$ cat config.mk
export PLATFORM = sky130hd
export DESIGN_NAME = apt_front_flat
export DESIGN_NICKNAME = d
export VERILOG_FILES = /design/src/rtl/core/apt_pkg.sv /design/src/rtl/core/apt_if.sv /design/src/rtl/core/apt_front.sv /design/src/flat_wrapper.sv
export SDC_FILE = /design/constraint.sdc
export NUM_CORES = 1
export LEC_CHECK = 0
export BUFFER_PORTS_ARGS = -buffer_cell sky130_fd_sc_hd__buf_2
export CAP_MARGIN = 20
export CORE_AREA = 4 4 127 129
export DETAILED_ROUTE_END_ITERATION = 10
export DIE_AREA = 0 0 131 133
export PLACE_DENSITY = 0.8
export SLEW_MARGIN = 15
export SYNTH_ARGS = -nofsm -noshare
export SYNTH_HDL_FRONTEND = slang
export SYNTH_SLANG_ARGS = --single-unit
$ cat constraint.sdc
create_clock -name i_clk -period 4 [get_ports i_clk]
set_input_delay 0.4 -clock i_clk [delete_from_list [all_inputs] [get_ports i_clk]]
set_output_delay 0.4 -clock i_clk [all_outputs]
set_load 0.01 [all_outputs]
$ cat src/rtl/core/apt_pkg.sv
// ----------------------------------------------------------------------------
// apt_pkg
// Shared types, codes and widths for the affine point transform.
// ----------------------------------------------------------------------------
package apt_pkg;

    localparam int CoordW   = 32;
    localparam int CfgIdxW  = 3;
    localparam int QueueDepthDef = 4;

    // action codes
    localparam logic [1:0] ACT_FWD     = 2'd0;
    localparam logic [1:0] ACT_FWD_DER = 2'd1;
    localparam logic [1:0] ACT_REV     = 2'd2;
    localparam logic [1:0] ACT_REV_DER = 2'd3;

    // register indexes
    localparam logic [CfgIdxW-1:0] REG_M11 = 3'd0;
    localparam logic [CfgIdxW-1:0] REG_M12 = 3'd1;
    localparam logic [CfgIdxW-1:0] REG_M21 = 3'd2;
    localparam logic [CfgIdxW-1:0] REG_M22 = 3'd3;
    localparam logic [CfgIdxW-1:0] REG_TX  = 3'd4;
    localparam logic [CfgIdxW-1:0] REG_TY  = 3'd5;

    localparam logic signed [CoordW-1:0] ONE_Q24 = 32'sd16777216;

    typedef struct packed {
        logic signed [CoordW-1:0] m11;
        logic signed [CoordW-1:0] m12;
        logic signed [CoordW-1:0] m21;
        logic signed [CoordW-1:0] m22;
        logic signed [CoordW-1:0] tx;
        logic signed [CoordW-1:0] ty;
    } t_cfg;

    // classified item handed from front to back
    typedef struct packed {
        logic                     fwd;    // forward class
        logic                     add_t;  // forward with translation
        logic signed [CoordW:0]   x1;
        logic signed [CoordW:0]   x2;
    } t_item;

endpackage

$ cat src/rtl/core/apt_if.sv
// ----------------------------------------------------------------------------
// apt_if
// Stream and configuration channel interfaces.
// ----------------------------------------------------------------------------
interface apt_in_if;
    logic        valid;
    logic        ready;
    logic [1:0]  action;
    logic [31:0] coord_a;
    logic [31:0] coord_b;
    modport source (output valid, action, coord_a, coord_b, input ready);
    modport sink   (input valid, action, coord_a, coord_b, output ready);
endinterface


$ cat src/rtl/core/apt_front.sv
// ----------------------------------------------------------------------------
// apt_front
// Accepts input beats, classifies the action and forms the operand pair.
// ----------------------------------------------------------------------------
module apt_front (
    input  logic          i_clk,
    input  logic          i_rst_n,
    apt_in_if.sink        i_in,
    input  apt_pkg::t_cfg i_cfg,
    output logic          o_valid,
    input  logic          i_ready,
    output apt_pkg::t_item o_item
);
    import apt_pkg::*;

    logic  r_v;
    t_item r_item, n_item;

    assign i_in.ready = !r_v || i_ready;
    assign o_valid    = r_v;
    assign o_item     = r_item;

    always_comb begin
        logic signed [CoordW:0] a, b;
        a = {i_in.coord_a[CoordW-1], i_in.coord_a};
        b = {i_in.coord_b[CoordW-1], i_in.coord_b};
        n_item.fwd   = 1'b0;
        n_item.add_t = 1'b0;
        n_item.x1    = a;
        n_item.x2    = b;
        unique case (i_in.action)
            ACT_FWD: begin
                n_item.fwd   = 1'b1;
                n_item.add_t = 1'b1;
            end
            ACT_FWD_DER: begin
                n_item.fwd = 1'b1;
            end
            ACT_REV: begin
                // p - T, one bit wider so it cannot wrap
                n_item.x1 = a - {i_cfg.tx[CoordW-1], i_cfg.tx};
                n_item.x2 = b - {i_cfg.ty[CoordW-1], i_cfg.ty};
            end
            ACT_REV_DER: begin
                n_item.fwd = 1'b0;
            end
            default: n_item.fwd = 1'b0;
        endcase
    end

    always_ff @(posedge i_clk) begin
        if (!i_rst_n) begin
            r_v <= 1'b0;
        end else if (i_in.ready) begin
            r_v <= i_in.valid;
        end
    end

    always_ff @(posedge i_clk) begin
        if (i_in.ready && i_in.valid) begin
            r_item <= n_item;
        end
    end
endmodule

$ cat src/flat_wrapper.sv
// flat-port wrapper written by rule: the top's interface ports become plain ports
module apt_front_flat import apt_pkg::*;
  (i_clk, i_rst_n, i_cfg, o_valid, i_ready, o_item, i_in_valid, i_in_action, i_in_coord_a, i_in_coord_b, i_in_ready);
  apt_in_if i_in_i ();
  input  logic i_clk;
  input  logic i_rst_n;
  input  apt_pkg::t_cfg i_cfg;
  output logic o_valid;
  input  logic i_ready;
  output apt_pkg::t_item o_item;
  input wire logic [$bits(i_in_i.valid)-1:0] i_in_valid;
  input wire logic [$bits(i_in_i.action)-1:0] i_in_action;
  input wire logic [$bits(i_in_i.coord_a)-1:0] i_in_coord_a;
  input wire logic [$bits(i_in_i.coord_b)-1:0] i_in_coord_b;
  output wire logic [$bits(i_in_i.ready)-1:0] i_in_ready;
  assign i_in_i.valid = i_in_valid;
  assign i_in_i.action = i_in_action;
  assign i_in_i.coord_a = i_in_coord_a;
  assign i_in_i.coord_b = i_in_coord_b;
  assign i_in_ready = i_in_i.ready;
  apt_front u_core (.i_clk(i_clk), .i_rst_n(i_rst_n), .i_in(i_in_i), .i_cfg(i_cfg), .o_valid(o_valid), .i_ready(i_ready), .o_item(o_item));
endmodule
* After elaboration in Yosys (flattened, before gate mapping)
Index checks and enable logic that the tools add are counted.
** Storage, ports and cells
- Flip-flop bits (word level) :: 69
- Bits of input ports :: 262
- Output and inout port bits :: 70
- Word-level logic and storage cells :: 17
** Cells by class
- Add/sub/neg operators :: 2
- Equality and inequality tests :: 2
- Multiplexer cells :: 3
- Reductions and logical operators :: 5
** Operators by type and width (number)
- 66-bit 2-to-1 mux :: 1
- 32-bit by 32-bit subtractor with 33-bit output :: 2
- 2-bit by 1-bit equality test with 1-bit output (second input constant) :: 1
- 2-bit equality test (second input constant) :: 1
- 2-bit zero test :: 1
- 1-bit 2-to-1 mux :: 2
- 2-bit OR reduction :: 1
- 1-bit logical AND :: 1
- 1-bit zero test :: 1
- 1-bit logical OR :: 1

* Logic depth before layout (Yosys ltp)
- Depth after elaboration :: 3
- Mapped depth :: 10
- Mapped depth without buffers :: 10

* Least setup slack after synthesis
Ideal clock, no wire load.
- Kind :: input to register
- From :: input i_ready
- To :: register u_core.r_item (netlist bit u_core.o_item[0]), enable pin
- Setup time :: 0.434 ns
- Data arrival time :: 2.204 ns
- Required time :: 3.566 ns
- Path slack :: 1.362 ns
- Stages :: 2
- Path buffers :: 0
- Cells stage by stage :: nand2b_1 and2_1
** Between the ends
- Longest elaborated chain between the ends :: 2
** RTL lines
- start, declared :: line flat_wrapper.sv:9 : input logic i_ready;
- 1-bit logical OR :: line apt_front.sv:19 : assign i_in.ready = !r_v || i_ready;
- 1-bit logical AND :: line apt_front.sv:60 : if (i_in.ready && i_in.valid) begin
- end signal, assigned :: line apt_front.sv:61 : r_item <= n_item;
- end, declared :: line apt_front.sv:17 : t_item r_item, n_item;
Every way passes these cells.
A chain may end at the register's enable or synchronous reset.

==> run metrics <==
largest net degree at the start of global routing 89; Tcrit/Tclk final 71.2%; area leader, netlist edfxtp_1; Max Cap Violations 0; Post-CTS Setup Bufs 0; Synth area leaders edfxtp_1, ha_1, nand2_1; Die Footprint 17,400 sq um; RSZ-0062 raised after global routing no; root buffer cell clkbuf_16; Area after DPL 8000 sq um; Final Critical Period 2.85 ns; drt pass-1 iters 5; wire length on met2 8570 um; Post-Syn Area per Cell 8.19 sq um; Metal-1 WL 9160 um; Hold Path Class in -> reg; Post-Syn Instances 838; ant diodes 0; post-synth top area share 29.8%; Netlist cell types 73; Mapped Area 6860 sq um; WP data required 4.20 ns; post-detailed-placement half-perimeter wirelength 15,600 um; final max-slew violation count 0; vias in the first global route 6,418; GP Congestion 0.915; global-route wire length before repair 31,300 um; leakage power total 3.89 nW; Synthesized Nets 1,166; Yosys reg bits 69; CTS Buf Count 9; DRC 0; Rows 45; Critical Path AT 3.04 ns; Setup Skew 0.00860 ns; total gr overflow 0; All-Layer GR Usage 22.2%; maximum vdd drop 0.000181 V; # nets final 1,345; I/O Buffers 203; Slew headroom 36.1%; Synth Warn # 0; share of post-route cells with drive strength above 1 22.8%; Worst-Skew Late Latency 0.34 ns; area growth from synthesis to layout 20.3%; CTS tree yes; CP Capture Type flop; CTS Buffer Depth 2; setup TNS 0 ns; Vert. Die Dim 133 um; Hold Buf Count CTS 0; Filler cells 1,411; synth cell count leaders nand2_1, inv_1, edfxtp_1, o21ai_0, ha_1; routed wire length 20,300 um; WS Path Type in -> reg; count leader, synth nand2_1; post-route design area 8250 sq um; critical path peak fanout 4; Setup violations, final 0; CTS Sinks 69; routed via count 7,076; status complete, no violations; Main synth FF type edfxtp_1; final hold slack 0.322 ns; H-tree levels 3; clock slew at the register clock pins of the worst setup and hold paths 0.05 ns; ys async rst share 0%; power density cells 303 nW/um^2; Max Fclk 351 MHz; io pins 332; Routed Antenna Nets 0; Top Metal Used met5; metal3 WL 2240 um; Std-Cell Core Area 15,000 sq um; DR vias/cell 5.85; Final Hold Vio Count 0; CTS resizes 0; drt wl/cell 16.8 um; Post-synth EDFFs 68; post-synthesis sequential area ratio 30.1%; Worst Tran Pin Value 0.958 ns; Initial Util 45.6%; Die Span X 131 um; Worst setup SP type primary input; Post-Route Utilization 54.9%; First DRT Iteration DRCs 580; initial antenna violation count 3
[final cells by class]
type	count	area (sq um)	share of cell area, %
Inverter	81	304	3.68
Clock inverter	3	13.8	0.167
Multi-Input combinational cell	650	4360	52.9
Clock buffer	12	236	2.87
Tap cell	188	235	2.85
Sequential cell	69	2060	25.0
Timing Repair Buffer	206	1040	12.6
[metrics by stage]
stage | total power [W] | setup WS (ns) | instances
after floorplan | 0.00150 | 1.36 | 838
final | 0.00250 | 1.15 | 1209
after global placement | 0.00176 | 0.902 | 1194
after CTS | 0.00250 | 1.21 | 1209
after detailed placement | 0.00178 | 0.868 | 1194
after global routing | 0.00264 | 1.08 | 1209
[cell usage in the layout (no fill, tap or decap), drive strengths merged, types with 8 or more instances in the layout]
cell and n:
ha 64, inv 81, buf 206, o31ai 14, nand2b 10, nor3 22, o21a 13, xor2 12
a21oi 57, a21o 31, nand3 26, or3 9, xnor2 17, edfxtp 68, o21bai 10, o21ai 74
nand2 106, a211oi 11, nor2 33, o211ai 8, nand4 19, clkbuf 12
[registers in the layout, indices dropped and copies added, names as in the netlist]
| name | flops |
|---|---|
| u_core.o_valid | 1 |
| u_core.o_item | 68 |
[cell families after synthesis]
kind of cell / count (synthesis) / share of synthesized area, %
adder cells (fa/ha/maj): 66 / 12.3
XOR/XNOR: 29 / 3.70
buffers and inverters: 119 / 6.55
AND/OR/NAND/NOR: 267 / 19.0
flip-flops: 69 / 30.1
AO/OA/AOI/OAI: 284 / 27.8
multiplexers: 4 / 0.638
[path summary, 6_finish.rpt]
| path | startpoint | to | slack [ns] | cells past startpoint |
|---|---|---|---|---|
| max | i_in_coord_a[0] | u_core.o_item[61] | 1.15 | 11 |
| min | i_rst_n | u_core.o_valid | 0.32 | 2 |
| min reg2reg | u_core.o_valid | u_core.o_valid | 0.60 | 2 |
| max reg2reg | u_core.o_valid | u_core.o_item[54] | 2.33 | 2 |
[where the power goes]
group	switching (W)	internal (W)
registers	0.0000159	0.000876
clock network	0.000302	0.000413
logic	0.000533	0.000360
[per-layer routing]
| metal | track usage [%] | vias to the layer above |
|---|---|---|
| met5 | 0 | - |
| met4 | 5.94 | 6 |
| met3 | 5.01 | 31 |
| met2 | 33.0 | 351 |
| met1 | 32.3 | 3218 |
| li1 | - | 3470 |
[worst max-delay path, stage by stage]
cell and delay (ns):
buf_2 0.09, inv_1 0.04, ha_1 0.22, fa_1 0.41, nor2b_1 0.18, o31a_1 0.22
o32ai_1 0.15, o221ai_1 0.40, a31oi_1 0.30, or4_1 0.53, nand3_1 0.10
(Power assumes the default switching activity.)
