[src/rtl/core/apt_pkg.sv]
// ----------------------------------------------------------------------------
// apt_pkg
// Shared types, codes and widths for the affine point transform.
// ----------------------------------------------------------------------------
package apt_pkg;

    localparam int CoordW   = 32;
    localparam int CfgIdxW  = 3;
    localparam int QueueDepthDef = 4;

    // action codes
    localparam logic [1:0] ACT_FWD     = 2'd0;
    localparam logic [1:0] ACT_FWD_DER = 2'd1;
    localparam logic [1:0] ACT_REV     = 2'd2;
    localparam logic [1:0] ACT_REV_DER = 2'd3;

    // register indexes
    localparam logic [CfgIdxW-1:0] REG_M11 = 3'd0;
    localparam logic [CfgIdxW-1:0] REG_M12 = 3'd1;
    localparam logic [CfgIdxW-1:0] REG_M21 = 3'd2;
    localparam logic [CfgIdxW-1:0] REG_M22 = 3'd3;
    localparam logic [CfgIdxW-1:0] REG_TX  = 3'd4;
    localparam logic [CfgIdxW-1:0] REG_TY  = 3'd5;

    localparam logic signed [CoordW-1:0] ONE_Q24 = 32'sd16777216;

    typedef struct packed {
        logic signed [CoordW-1:0] m11;
        logic signed [CoordW-1:0] m12;
        logic signed [CoordW-1:0] m21;
        logic signed [CoordW-1:0] m22;
        logic signed [CoordW-1:0] tx;
        logic signed [CoordW-1:0] ty;
    } t_cfg;

    // classified item handed from front to back
    typedef struct packed {
        logic                     fwd;    // forward class
        logic                     add_t;  // forward with translation
        logic signed [CoordW:0]   x1;
        logic signed [CoordW:0]   x2;
    } t_item;

endpackage

[src/rtl/core/apt_queue.sv]
// ----------------------------------------------------------------------------
// apt_queue
// Small FIFO between the front and back parts.
// ----------------------------------------------------------------------------
module apt_queue #(
    parameter int P_DEPTH = apt_pkg::QueueDepthDef
) (
    input  logic           i_clk,
    input  logic           i_rst_n,
    input  logic           i_push,
    input  apt_pkg::t_item i_item,
    output logic           o_full,
    input  logic           i_pop,
    output logic           o_valid,
    output apt_pkg::t_item o_item
);
    import apt_pkg::*;

    localparam int AW = (P_DEPTH > 1) ? $clog2(P_DEPTH) : 1;
    localparam int CW = $clog2(P_DEPTH + 1);

    t_item          r_mem [P_DEPTH];
    logic [AW-1:0]  r_wp, r_rp;
    logic [CW-1:0]  r_cnt;
    logic           do_push, do_pop;

    assign o_full  = (r_cnt == CW'(P_DEPTH));
    assign o_valid = (r_cnt != '0);
    assign o_item  = r_mem[r_rp];
    assign do_push = i_push && !o_full;
    assign do_pop  = i_pop && o_valid;

    always_ff @(posedge i_clk) begin
        if (!i_rst_n) begin
            r_wp  <= '0;
            r_rp  <= '0;
            r_cnt <= '0;
        end else begin
            if (do_push) begin
                r_wp <= (r_wp == AW'(P_DEPTH - 1)) ? '0 : r_wp + 1'b1;
            end
            if (do_pop) begin
                r_rp <= (r_rp == AW'(P_DEPTH - 1)) ? '0 : r_rp + 1'b1;
            end
            r_cnt <= r_cnt + CW'(do_push) - CW'(do_pop);
        end
    end

    always_ff @(posedge i_clk) begin
        if (do_push) begin
            r_mem[r_wp] <= i_item;
        end
    end
endmodule

[config.mk]
export PLATFORM = sky130hd
export DESIGN_NAME = apt_queue
export DESIGN_NICKNAME = d
export VERILOG_FILES = /design/src/rtl/core/apt_pkg.sv /design/src/rtl/core/apt_queue.sv
export SDC_FILE = /design/constraint.sdc
export NUM_CORES = 1
export LEC_CHECK = 0
export ABC_AREA = 1
export BUFFER_PORTS_ARGS = -buffer_cell sky130_fd_sc_hd__buf_2
export CAP_MARGIN = 25
export CORE_UTILIZATION = 50
export CTS_CLUSTER_SIZE = 20
export DETAILED_ROUTE_END_ITERATION = 10
export PLACE_DENSITY = 0.75
export SYNTH_ARGS = -nofsm -noshare
export SYNTH_HDL_FRONTEND = slang
export SYNTH_SLANG_ARGS = --single-unit
[constraint.sdc]
create_clock -name i_clk -period 4.2 [get_ports i_clk]
set_input_delay 0.21 -clock i_clk [delete_from_list [all_inputs] [get_ports i_clk]]
set_output_delay 0.21 -clock i_clk [all_outputs]
set_load 0.01 [all_outputs]
Word level (Yosys, flattened, before mapping)
Memories as Yosys holds them, arrays and structs flattened. A register that Yosys moved wholly into a read port is not among the register bits.
Cells that the tools add are included.

cells by class
  equal/unequal tests = 3
  $mul = 0
  add/sub/neg operators = 4
  divide/modulo/power cells = 0
  $lt $le $gt $ge = 0
  muxes and demuxes = 6
  reductions and logical operators = 4
  shift operators = 0
  bitwise operators = 0

operators by type and width
  operator             number
  $mux 2               4
  $add 2x1->2 const B  2
  $eq 2x2->1 const B   2
  $add 3x1->3          1
  $eq 3x3->1 const B   1
  $reduce_bool 3->1    1
  $sub 3x1->3          1
  $logic_and 1x1->1    2
  $mux 1               2
  $logic_not 1->1      1

word-level totals
  latch bits = 0
  memories kept = 1
  output and inout port bits = 70
  memory bits (read-only) = 0
  bits of input ports = 72
  memory bits (writable) = 272
  bits in registers = 7

memories
  memory  words  bits a word  read ports  clocked after memory_dff  write ports  line             text
  r_mem   4      68           1           1                         1            apt_queue.sv:22  t_item r_mem [P_DEPTH];

Longest topological paths before layout
Gate-level depths: netlist (run 1).

  depth after elaboration = 5
  gate-level depth with buffers = 11
  gate-level depth less buffers = 11

Least setup slack after synthesis (run 1)
OpenSTA, ideal clock, no wires.

  path type = register to register
  from = register r_cnt[1]
  to = memory r_mem[0][0] (netlist name), enable pin
  cell stages (with the launch flop) = 5
  library setup time = 495 ps
  setup slack = 145 ps
  arrival time = 3560 ps
  buffers on the path = 0
  clock period less this slack = 4055 ps
  cells stage by stage = dfxtp_1 -> nor2_1 -> nand2_1 -> nand2_1 -> nor2_1

on the way
  word-level cells in the longest chain between the ends = 5

ends and longest elaborated chain
  element                       line             text
  start, declared               apt_queue.sv:24  logic [CW-1:0] r_cnt;
  start signal, assigned        apt_queue.sv:45  r_cnt <= r_cnt + CW'(do_push) - CW'(do_pop);
  $eq 3x3->1                    apt_queue.sv:27  assign o_full = (r_cnt == CW'(P_DEPTH));
  $logic_not 1->1               apt_queue.sv:30  assign do_push = i_push && !o_full;
  $logic_and 1x1->1             apt_queue.sv:30
  $mux 1                        apt_queue.sv:50  if (do_push) begin
  $mux 1 (implied by the code)  apt_queue.sv:51  r_mem[r_wp] <= i_item;
  end, declared                 apt_queue.sv:22

Every way passes these cells.

==> impl_metrics.toml, run 1 <==
[drt]
antenna_left = 0
vias = 6624
drc = 0
drt-total-wl_um = 22600
wl_per_cell_um = 18.5
dr.pass1.iters = 5
routed_via_density = 5.43
dr.first_iter.drc_count = 508

[clock_network]
clk_path_buf_depth = 3
clkLatencyLatePin_ps = 530
cts_made_buffers = 28
cts_root_buffer = "clkbuf_16"
cts_num_sinks = 281
ctsResizeCount = 0
cts_tree = "done"
clkTransAtPathRegs_ps = 60
post_cts_buffers = 0
holdBufCountCts = 71
cts.htree.levels = 1

[timing]
fmax_ghz = 0.338
fin_tns_setup_ps = 0
final-hold-violation-count = 0
rsz0062_at_grt = "false"
setup_viol = 0
final_max_slew_viol_count = 0
period_minus_slack_ps = 2960
worst_pin_slew_ps = 1040
clock_skew_ps = 10.2
whs_ps = 437
fin_crit_sh_pct = 70.4
max_slew_margin_pct = 31.0

[worst_setup_path]
cp-start-kind = "register"
critPathKind = "reg2out"
arrival_ps = 2750
critical_path_required_ps = 3990
critPathCaptureType = "output pin"
crit_fanout = 94

[grt]
grt_pass1_vias = 6445
grt_max_degree = 137
overflow = 0
grt_antenna_before_repair = 1
grt_pass1_wl_um = 34600
track_usage_pct = 20.6

[floorplan]
num_rows = 52
core_area_um2 = 20400
initial_utilization_pct = 51.6
dieArea_um2 = 21700
dieWidth_um = 147
die_h_um = 147
pin_count = 142

[synth]
synth-main-ff-cell = "edfxtp_1"
synth_area_leader_cell = "edfxtp_1"
syn-num-nets = 800
synth_area_um2 = 10500
yosysMostFrequentCell = "edfxtp_1"
synthTopCellsByCount = "272 x edfxtp_1, 152 x nor2_1, 131 x o21ai_0"
syn_inst = 720
yosysUniqueCellTypes = 23
yosysSeqAreaShare_pct = 79.2
ys_async_sr_fraction_pct = 0
synth-edff-count = 272
avgSynthCellArea_um2 = 14.6
synth_seq_cells = 281
yosysTopAreaCellShare_pct = 77.5
yosys_warnings = 0
synthTopCellsByArea = "edfxtp_1 77%, o21ai_0 6.2%, nor2_1 5.4%, o22ai_1 4.0%, dfxtp_1 1.7%"

[placement]
io_buffer_count = 141
gp_congestion = 0.744
place.detailed.hpwl_um = 12100

[finish]
area_growth_pct = 23.2
fin_nets = 1008
fillers = 1501
drive_above_1_share_pct = 20.4
fin_util_pct = 63.6

[power]
power.density_nw_per_um2 = 619
total_power_mw = 8.04
irDropWorstVdd_v = 0.000435
p_leak_nw = 4.62

[run_status]
status = "finished, final reports clean"

[job]
maxCapViolCount = 0

[min_path]
hold_class = "in2reg"
-- cells by family after synthesis --
group                    after synthesis  synth area share (%)
buffers and inverters                 57                  3.05
AO/OA/AOI/OAI                        206                  10.6
adder cells (fa/ha/maj)                8                  1.02
flip-flops                           281                  79.2
XOR/XNOR                               1                0.0831
AND/OR/NAND/NOR                      167                  6.05
-- power breakdown --
| part | internal, mW | leakage (nW) | switching [mW] | total, mW |
|---|---|---|---|---|
| clock network | 1.32 | 0.409 | 0.978 | 2.30 |
| registers | 3.44 | 2.57 | 0.124 | 3.56 |
| logic | 0.738 | 1.65 | 1.44 | 2.18 |
-- flip-flops by register name (all words and copies together), names as in the netlist, named ones only --
register and count:
r_rp 2, r_wp 2, r_cnt 3, r_mem 272
-- cell type report --
type	instances	area, um^2	area share, %
flip-flops and latches	281	8350	64.3
multi-input cells	382	1900	14.6
repair buffers	221	1500	11.5
clock buffers	38	759	5.84
well taps	270	338	2.60
clock inverters	13	83.8	0.645
inverters	14	57.6	0.443
diodes	1	2.50	0.0193
-- stage by stage --
| step | cells | setup WS (ps) | instance area [um^2] |
|---|---|---|---|
| finish | 1220 | 1240 | 13000 |
| global route | 1220 | 1050 | 13000 |
| CTS | 1219 | 1220 | 13000 |
| detailed placement | 1097 | 1710 | 11400 |
| global placement | 1097 | 1740 | 11400 |
| floorplan | 720 | 145 | 10500 |
-- critical path: stages, from the launching register on --
cell	delay, ps
dfxtp_4	660
buf_4	810
o21ai_0	240
o22ai_1	310
buf_2	190
-- worst paths after layout --
path / cells past startpoint / start / endpoint / slack (ps)
setup reg to reg: 5 / r_cnt[1] / r_mem[3][25] / 1740
hold reg to reg: 2 / r_rp[1] / register / 520
setup / recovery: 4 / register / o_item[7] / 1240
hold / removal: 2 / i_item[19] / r_mem[1][19] / 440
-- metal layers --
layer / track usage [%] / wire length (um) / up-vias
met2: 35.1 / 11100 / 240
met4: 6.24 / 525 / 0
li1: - / - / 3118
met1: 27.3 / 9600 / 3223
met3: 3.35 / 1400 / 43
met5: 0 / 0 / -
-- cell usage in the layout (no fill, tap or decap), types with 2 or more instances in the layout --
master,n
buf_2,141
buf_4,8
clkbuf_1,9
clkbuf_16,29
clkinv_1,7
clkinv_2,4
dfxtp_1,7
dlygate4sd3_1,71
edfxtp_1,272
ha_1,7
inv_1,12
nand2_1,11
nand3b_1,2
nor2_1,148
nor2_4,4
o21ai_0,131
o21ai_1,5
o22ai_1,68
No activity file was read; power rests on OpenSTA's default activity.
==> run 2: changes to the inputs <==
Clock period 4.2 ns to 2.6 ns, I/O delays scaled along.
==> run 2 against run 1 <==
Net effect: via count shrank 1.7%; worst setup slack lost 1000 ps; cell count grew 0.66%; combinational power grew 64%; register-to-register slack lost 1200 ps; sequential power grew 62%; power grew 66%; clock-buffer cell count shrank 4; first-iteration DRC count shrank 14%; die area is the same; clock skew grew 5.0 ps; critical path depth grew 1; critical path type unchanged.
==> impl_metrics.toml, run 2 (synthesized netlist as in run 1, its figures left out) <==
[run_status]
status = "finished, final reports clean"

[worst_setup_path]
critPathKind = "reg2out"
critical_path_required_ps = 2470
arrival_ps = 2260
cp-start-kind = "register"
crit_fanout = 70
critPathCaptureType = "output pin"
r2r_start = "r_cnt[1]"

[grt]
grt_pass1_wl_um = 32500
grt_antenna_before_repair = 1
track_usage_pct = 19.3
grt_max_degree = 99
overflow = 0
grt_pass1_vias = 6421

[floorplan]
dieWidth_um = 147
dieArea_um2 = 21700
pin_count = 142
initial_utilization_pct = 51.6
num_rows = 52
die_h_um = 147
core_area_um2 = 20400

[power]
p_switching_mw = 4.07
power_frac_seq_pct = 43.1
pwr-share-clk_pct = 30.0
power.density_nw_per_um2 = 1010
irDropWorstVdd_v = 0.000775
swShare_pct = 30.6
comb_power_share_pct = 26.9
p_leak_nw = 4.70
internal-power_mw = 9.25

[clock_network]
ctsResizeCount = 0
cts_made_buffers = 28
clkTransAtPathRegs_ps = 60
cts_root_buffer = "clkbuf_16"
cts.htree.levels = 1
cts_num_sinks = 281
clk_path_buf_depth = 3
cts_tree = "done"
clkLatencyLatePin_ps = 530

[placement]
gp_congestion = 0.761
dp_slack_ps = 529
place.detailed.hpwl_um = 11300
io_buffer_count = 141

[timing]
setup_viol = 0
fin_crit_sh_pct = 92.0
clock_skew_ps = 15.2
max_slew_margin_pct = 51.2
setup_ws_ps = 208
period_minus_slack_ps = 2390
worst_pin_slew_ps = 732
final-hold-violation-count = 0
fmax_ghz = 0.418
rsz0062_at_grt = "false"
fin_tns_setup_ps = 0
final_max_slew_viol_count = 0

[min_path]
min-delay-start = "i_item[29]"
hold_class = "in2reg"

[finish]
area_growth_pct = 25.0
regMostFlops = "r_mem"
largest_reg_flops = 272
final_common_cell = "edfxtp_1"
top_regs = "r_mem: 272 flops, r_cnt: 3 flops"
drive_above_1_share_pct = 21.2
final_cell_mix = "272 x edfxtp_1, 148 x nor2_1, 141 x buf_2"
fin_nets = 1015

[drt]
dr.pass1.iters = 4
antenna_left = 0
wl_per_cell_um = 17.3
drc = 0
routed_via_density = 5.30
drt-total-wl_um = 21200
dr.first_iter.drc_count = 439
vias = 6514

[job]
maxCapViolCount = 0
## run 2: changes by cell type in the layout (fill, tap and decap cells not counted), moves of 2 or more
cell / change
buf_12: +4
buf_4: +3
bufinv_16: +3
clkbuf_1: -4
clkinv_1: +3
clkinv_2: -2
## run 2: final timing paths
check,end,slack (ps),cells past startpoint
hold reg to reg,register,510,2
hold / removal,r_mem[0][29],350,2
setup reg to reg,r_cnt[2],530,11
setup / recovery,o_item[57],210,5
## run 2: area by class of cell
cell class | count | area (um^2)
fill | 1497 | 7250
clock inverter | 18 | 183
clock buffer | 34 | 744
inverter | 14 | 57.6
timing repair buffer | 228 | 1600
multi-input combinational | 382 | 1900
tap | 270 | 338
antenna | 1 | 2.50
sequential | 281 | 8350
## run 2: worst max-delay path: stages (launching register included)
cell and delay (ps):
dfxtp_4 480, inv_6 420, buf_4 310, o21ai_0 100, o22ai_1 190, buf_2 180
## run 2: power groups by stage
| stage | logic (mW) | clock network (mW) | registers [mW] |
|---|---|---|---|
| 2_1_floorplan | 2.22 | 0 | 5.77 |
| 3_3_place_gp | 3.46 | 0 | 5.82 |
| 3_5_place_dp | 3.52 | 0 | 5.84 |
| 4_1_cts | 3.62 | 4.07 | 5.75 |
| 5_1_grt | 3.93 | 4.24 | 5.79 |
| 6_report | 3.58 | 4.00 | 5.75 |
## run 2: through the flow
step / cells / hold slack, ps / power [mW] / cell area, um^2 / utilization, %
CTS: 1227 / 330 / 13.4 / 13200 / 64.5
global route: 1228 / 343 / 14.0 / 13200 / 64.5
floorplan: 720 / 228 / 7.99 / 10600 / -
detailed placement: 1104 / 345 / 9.36 / 11500 / 56.5
global placement: 1104 / 343 / 9.28 / 11500 / 56.5
finish: 1228 / 350 / 13.3 / 13200 / 64.5
## run 2: what timing repair did
item,4_1_cts,5_1_grt
hold buffers,71,0
buffers inserted,0,0
endpoints found under the hold margin,281,0
## run 2: per-layer routing
| metal | track usage, % | vias up | share of wire, % |
|---|---|---|---|
| met5 | 0 | - | 0 |
| met4 | 5.41 | 0 | 2.1 |
| met3 | 3.42 | 33 | 6.1 |
| met2 | 34.2 | 203 | 50 |
| met1 | 24.4 | 3155 | 42 |
| li1 | - | 3123 | - |
==> run 3: changes to the inputs <==
Settings changed: REMOVE_ABC_BUFFERS set to 1.
==> run 3 against run 2 <==
Net effect: register-to-register slack better by 90 ps; clock-buffer cell count fell by 2; critical path type unchanged; clock power is 3% lower; maximum frequency rose by 2.0%; global-route usage rose by 1.3 points; hold slack improved by 0.70 ps; via count is 1.3% higher; worst setup slack improved by 46 ps; non-clock buffer count grew 6; critical path depth shrank 1; power shrank 0.50%; largest cell class unchanged; cell count increased by 0.41%.
==> impl_metrics.toml, run 3 (synthesized netlist as in run 1, its figures left out) <==
[run_status]
status = "finished, final reports clean"

[clock_network]
cts_num_sinks = 281
cts_root_buffer = "clkbuf_16"
cts.htree.levels = 1
ctsResizeCount = 0
cts_tree = "done"
clkTransAtPathRegs_ps = 60
clkLatencyLatePin_ps = 530
holdBufCountCts = 71
clk_path_buf_depth = 3
cts_made_buffers = 28
post_cts_buffers = 0

[timing]
rsz0062_at_grt = "false"
max_slew_margin_pct = 60.6
setup_ws_ps = 254
fin_crit_sh_pct = 90.2
setup_viol = 0
clock_skew_ps = 8.99
final_max_slew_viol_count = 0
final-hold-violation-count = 0
fin_tns_setup_ps = 0
fmax_ghz = 0.426
whs_ps = 351
worst_pin_slew_ps = 591
period_minus_slack_ps = 2350

[power]
total_power_mw = 13.3
p_leak_nw = 4.72
power.density_nw_per_um2 = 1010
irDropWorstVdd_v = 0.000656

[floorplan]
die_h_um = 147
dieWidth_um = 147
dieArea_um2 = 21700
num_rows = 52
core_area_um2 = 20400
initial_utilization_pct = 51.6
pin_count = 142

[finish]
fillers = 1517
top_regs = "r_mem: 272 flops, r_cnt: 3 flops"
fin_util_pct = 64.4
area_growth_pct = 24.8
regMostFlops = "r_mem"
largest_reg_flops = 272
final_common_cell = "edfxtp_1"
instances_no_fill = 1233
stdcell_area_um2 = 13200
fin_nets = 1021
drive_above_1_share_pct = 22.0
final_cell_mix = "272 x edfxtp_1, 148 x nor2_1, 141 x buf_2"

[grt]
overflow = 0
grt_pass1_wl_um = 34700
grt_antenna_before_repair = 2
grt_pass1_vias = 6662
track_usage_pct = 20.6
grt_max_degree = 50

[worst_setup_path]
arrival_ps = 2220
crit_fanout = 37
critPathCaptureType = "output pin"
critPathKind = "reg2out"
ff2ff_setup_slack_ps = 620
cp-start-kind = "register"
critical_path_required_ps = 2470

[drt]
vias = 6600
dr.pass1.iters = 4
drc = 0
drt-total-wl_um = 22000
wl_per_cell_um = 17.9
routed_via_density = 5.35
dr.first_iter.drc_count = 472
antenna_left = 0

[placement]
dp_slack_ps = 640
gp_congestion = 0.781
post_dp_cell_area_um2 = 11500
place.detailed.hpwl_um = 12400
io_buffer_count = 141
dpl.cell_count = 1110

[job]
maxCapViolCount = 0

[min_path]
hold_class = "in2reg"
## run 3: path summary, 6_finish.rpt
check	startpoint	endpoint	cells past startpoint
worst max-delay path	register	o_item[39]	4
worst min-delay path	i_item[11]	r_mem[2][11]	2
worst max register to register	r_cnt[1]	r_cnt[2]	9
worst min register to register	r_rp[0]	register	2
## run 3: area by class of cell
cell class              count  area, um^2  share of cell area [%]
repair buffers            234        1610                    12.2
clock inverters            18         161                    1.23
multi-input cells         382        1900                    14.5
well taps                 270         338                    2.57
flip-flops and latches    281        8350                    63.5
inverters                  14        57.6                   0.437
clock buffers              32         737                    5.60
diodes                      2        5.00                  0.0380
## run 3: per-layer routing
layer	share of wire [%]	GRT usage [%]
met1	44	27.5
met2	49	34.7
met3	5.5	3.48
met4	2.0	6.39
met5	0	0
## run 3: power by group
part           internal [mW]  switching (mW)  leakage (nW)
Clock                   2.31            1.59         0.440
Sequential              5.56           0.204          2.57
Combinational           1.28            2.32          1.72
## run 3: critical path, cell delays in order (launching register included)
cell and delay (ps):
dfxtp_4 580, buf_4 420, o21ai_0 170, o22ai_1 320, buf_2 200
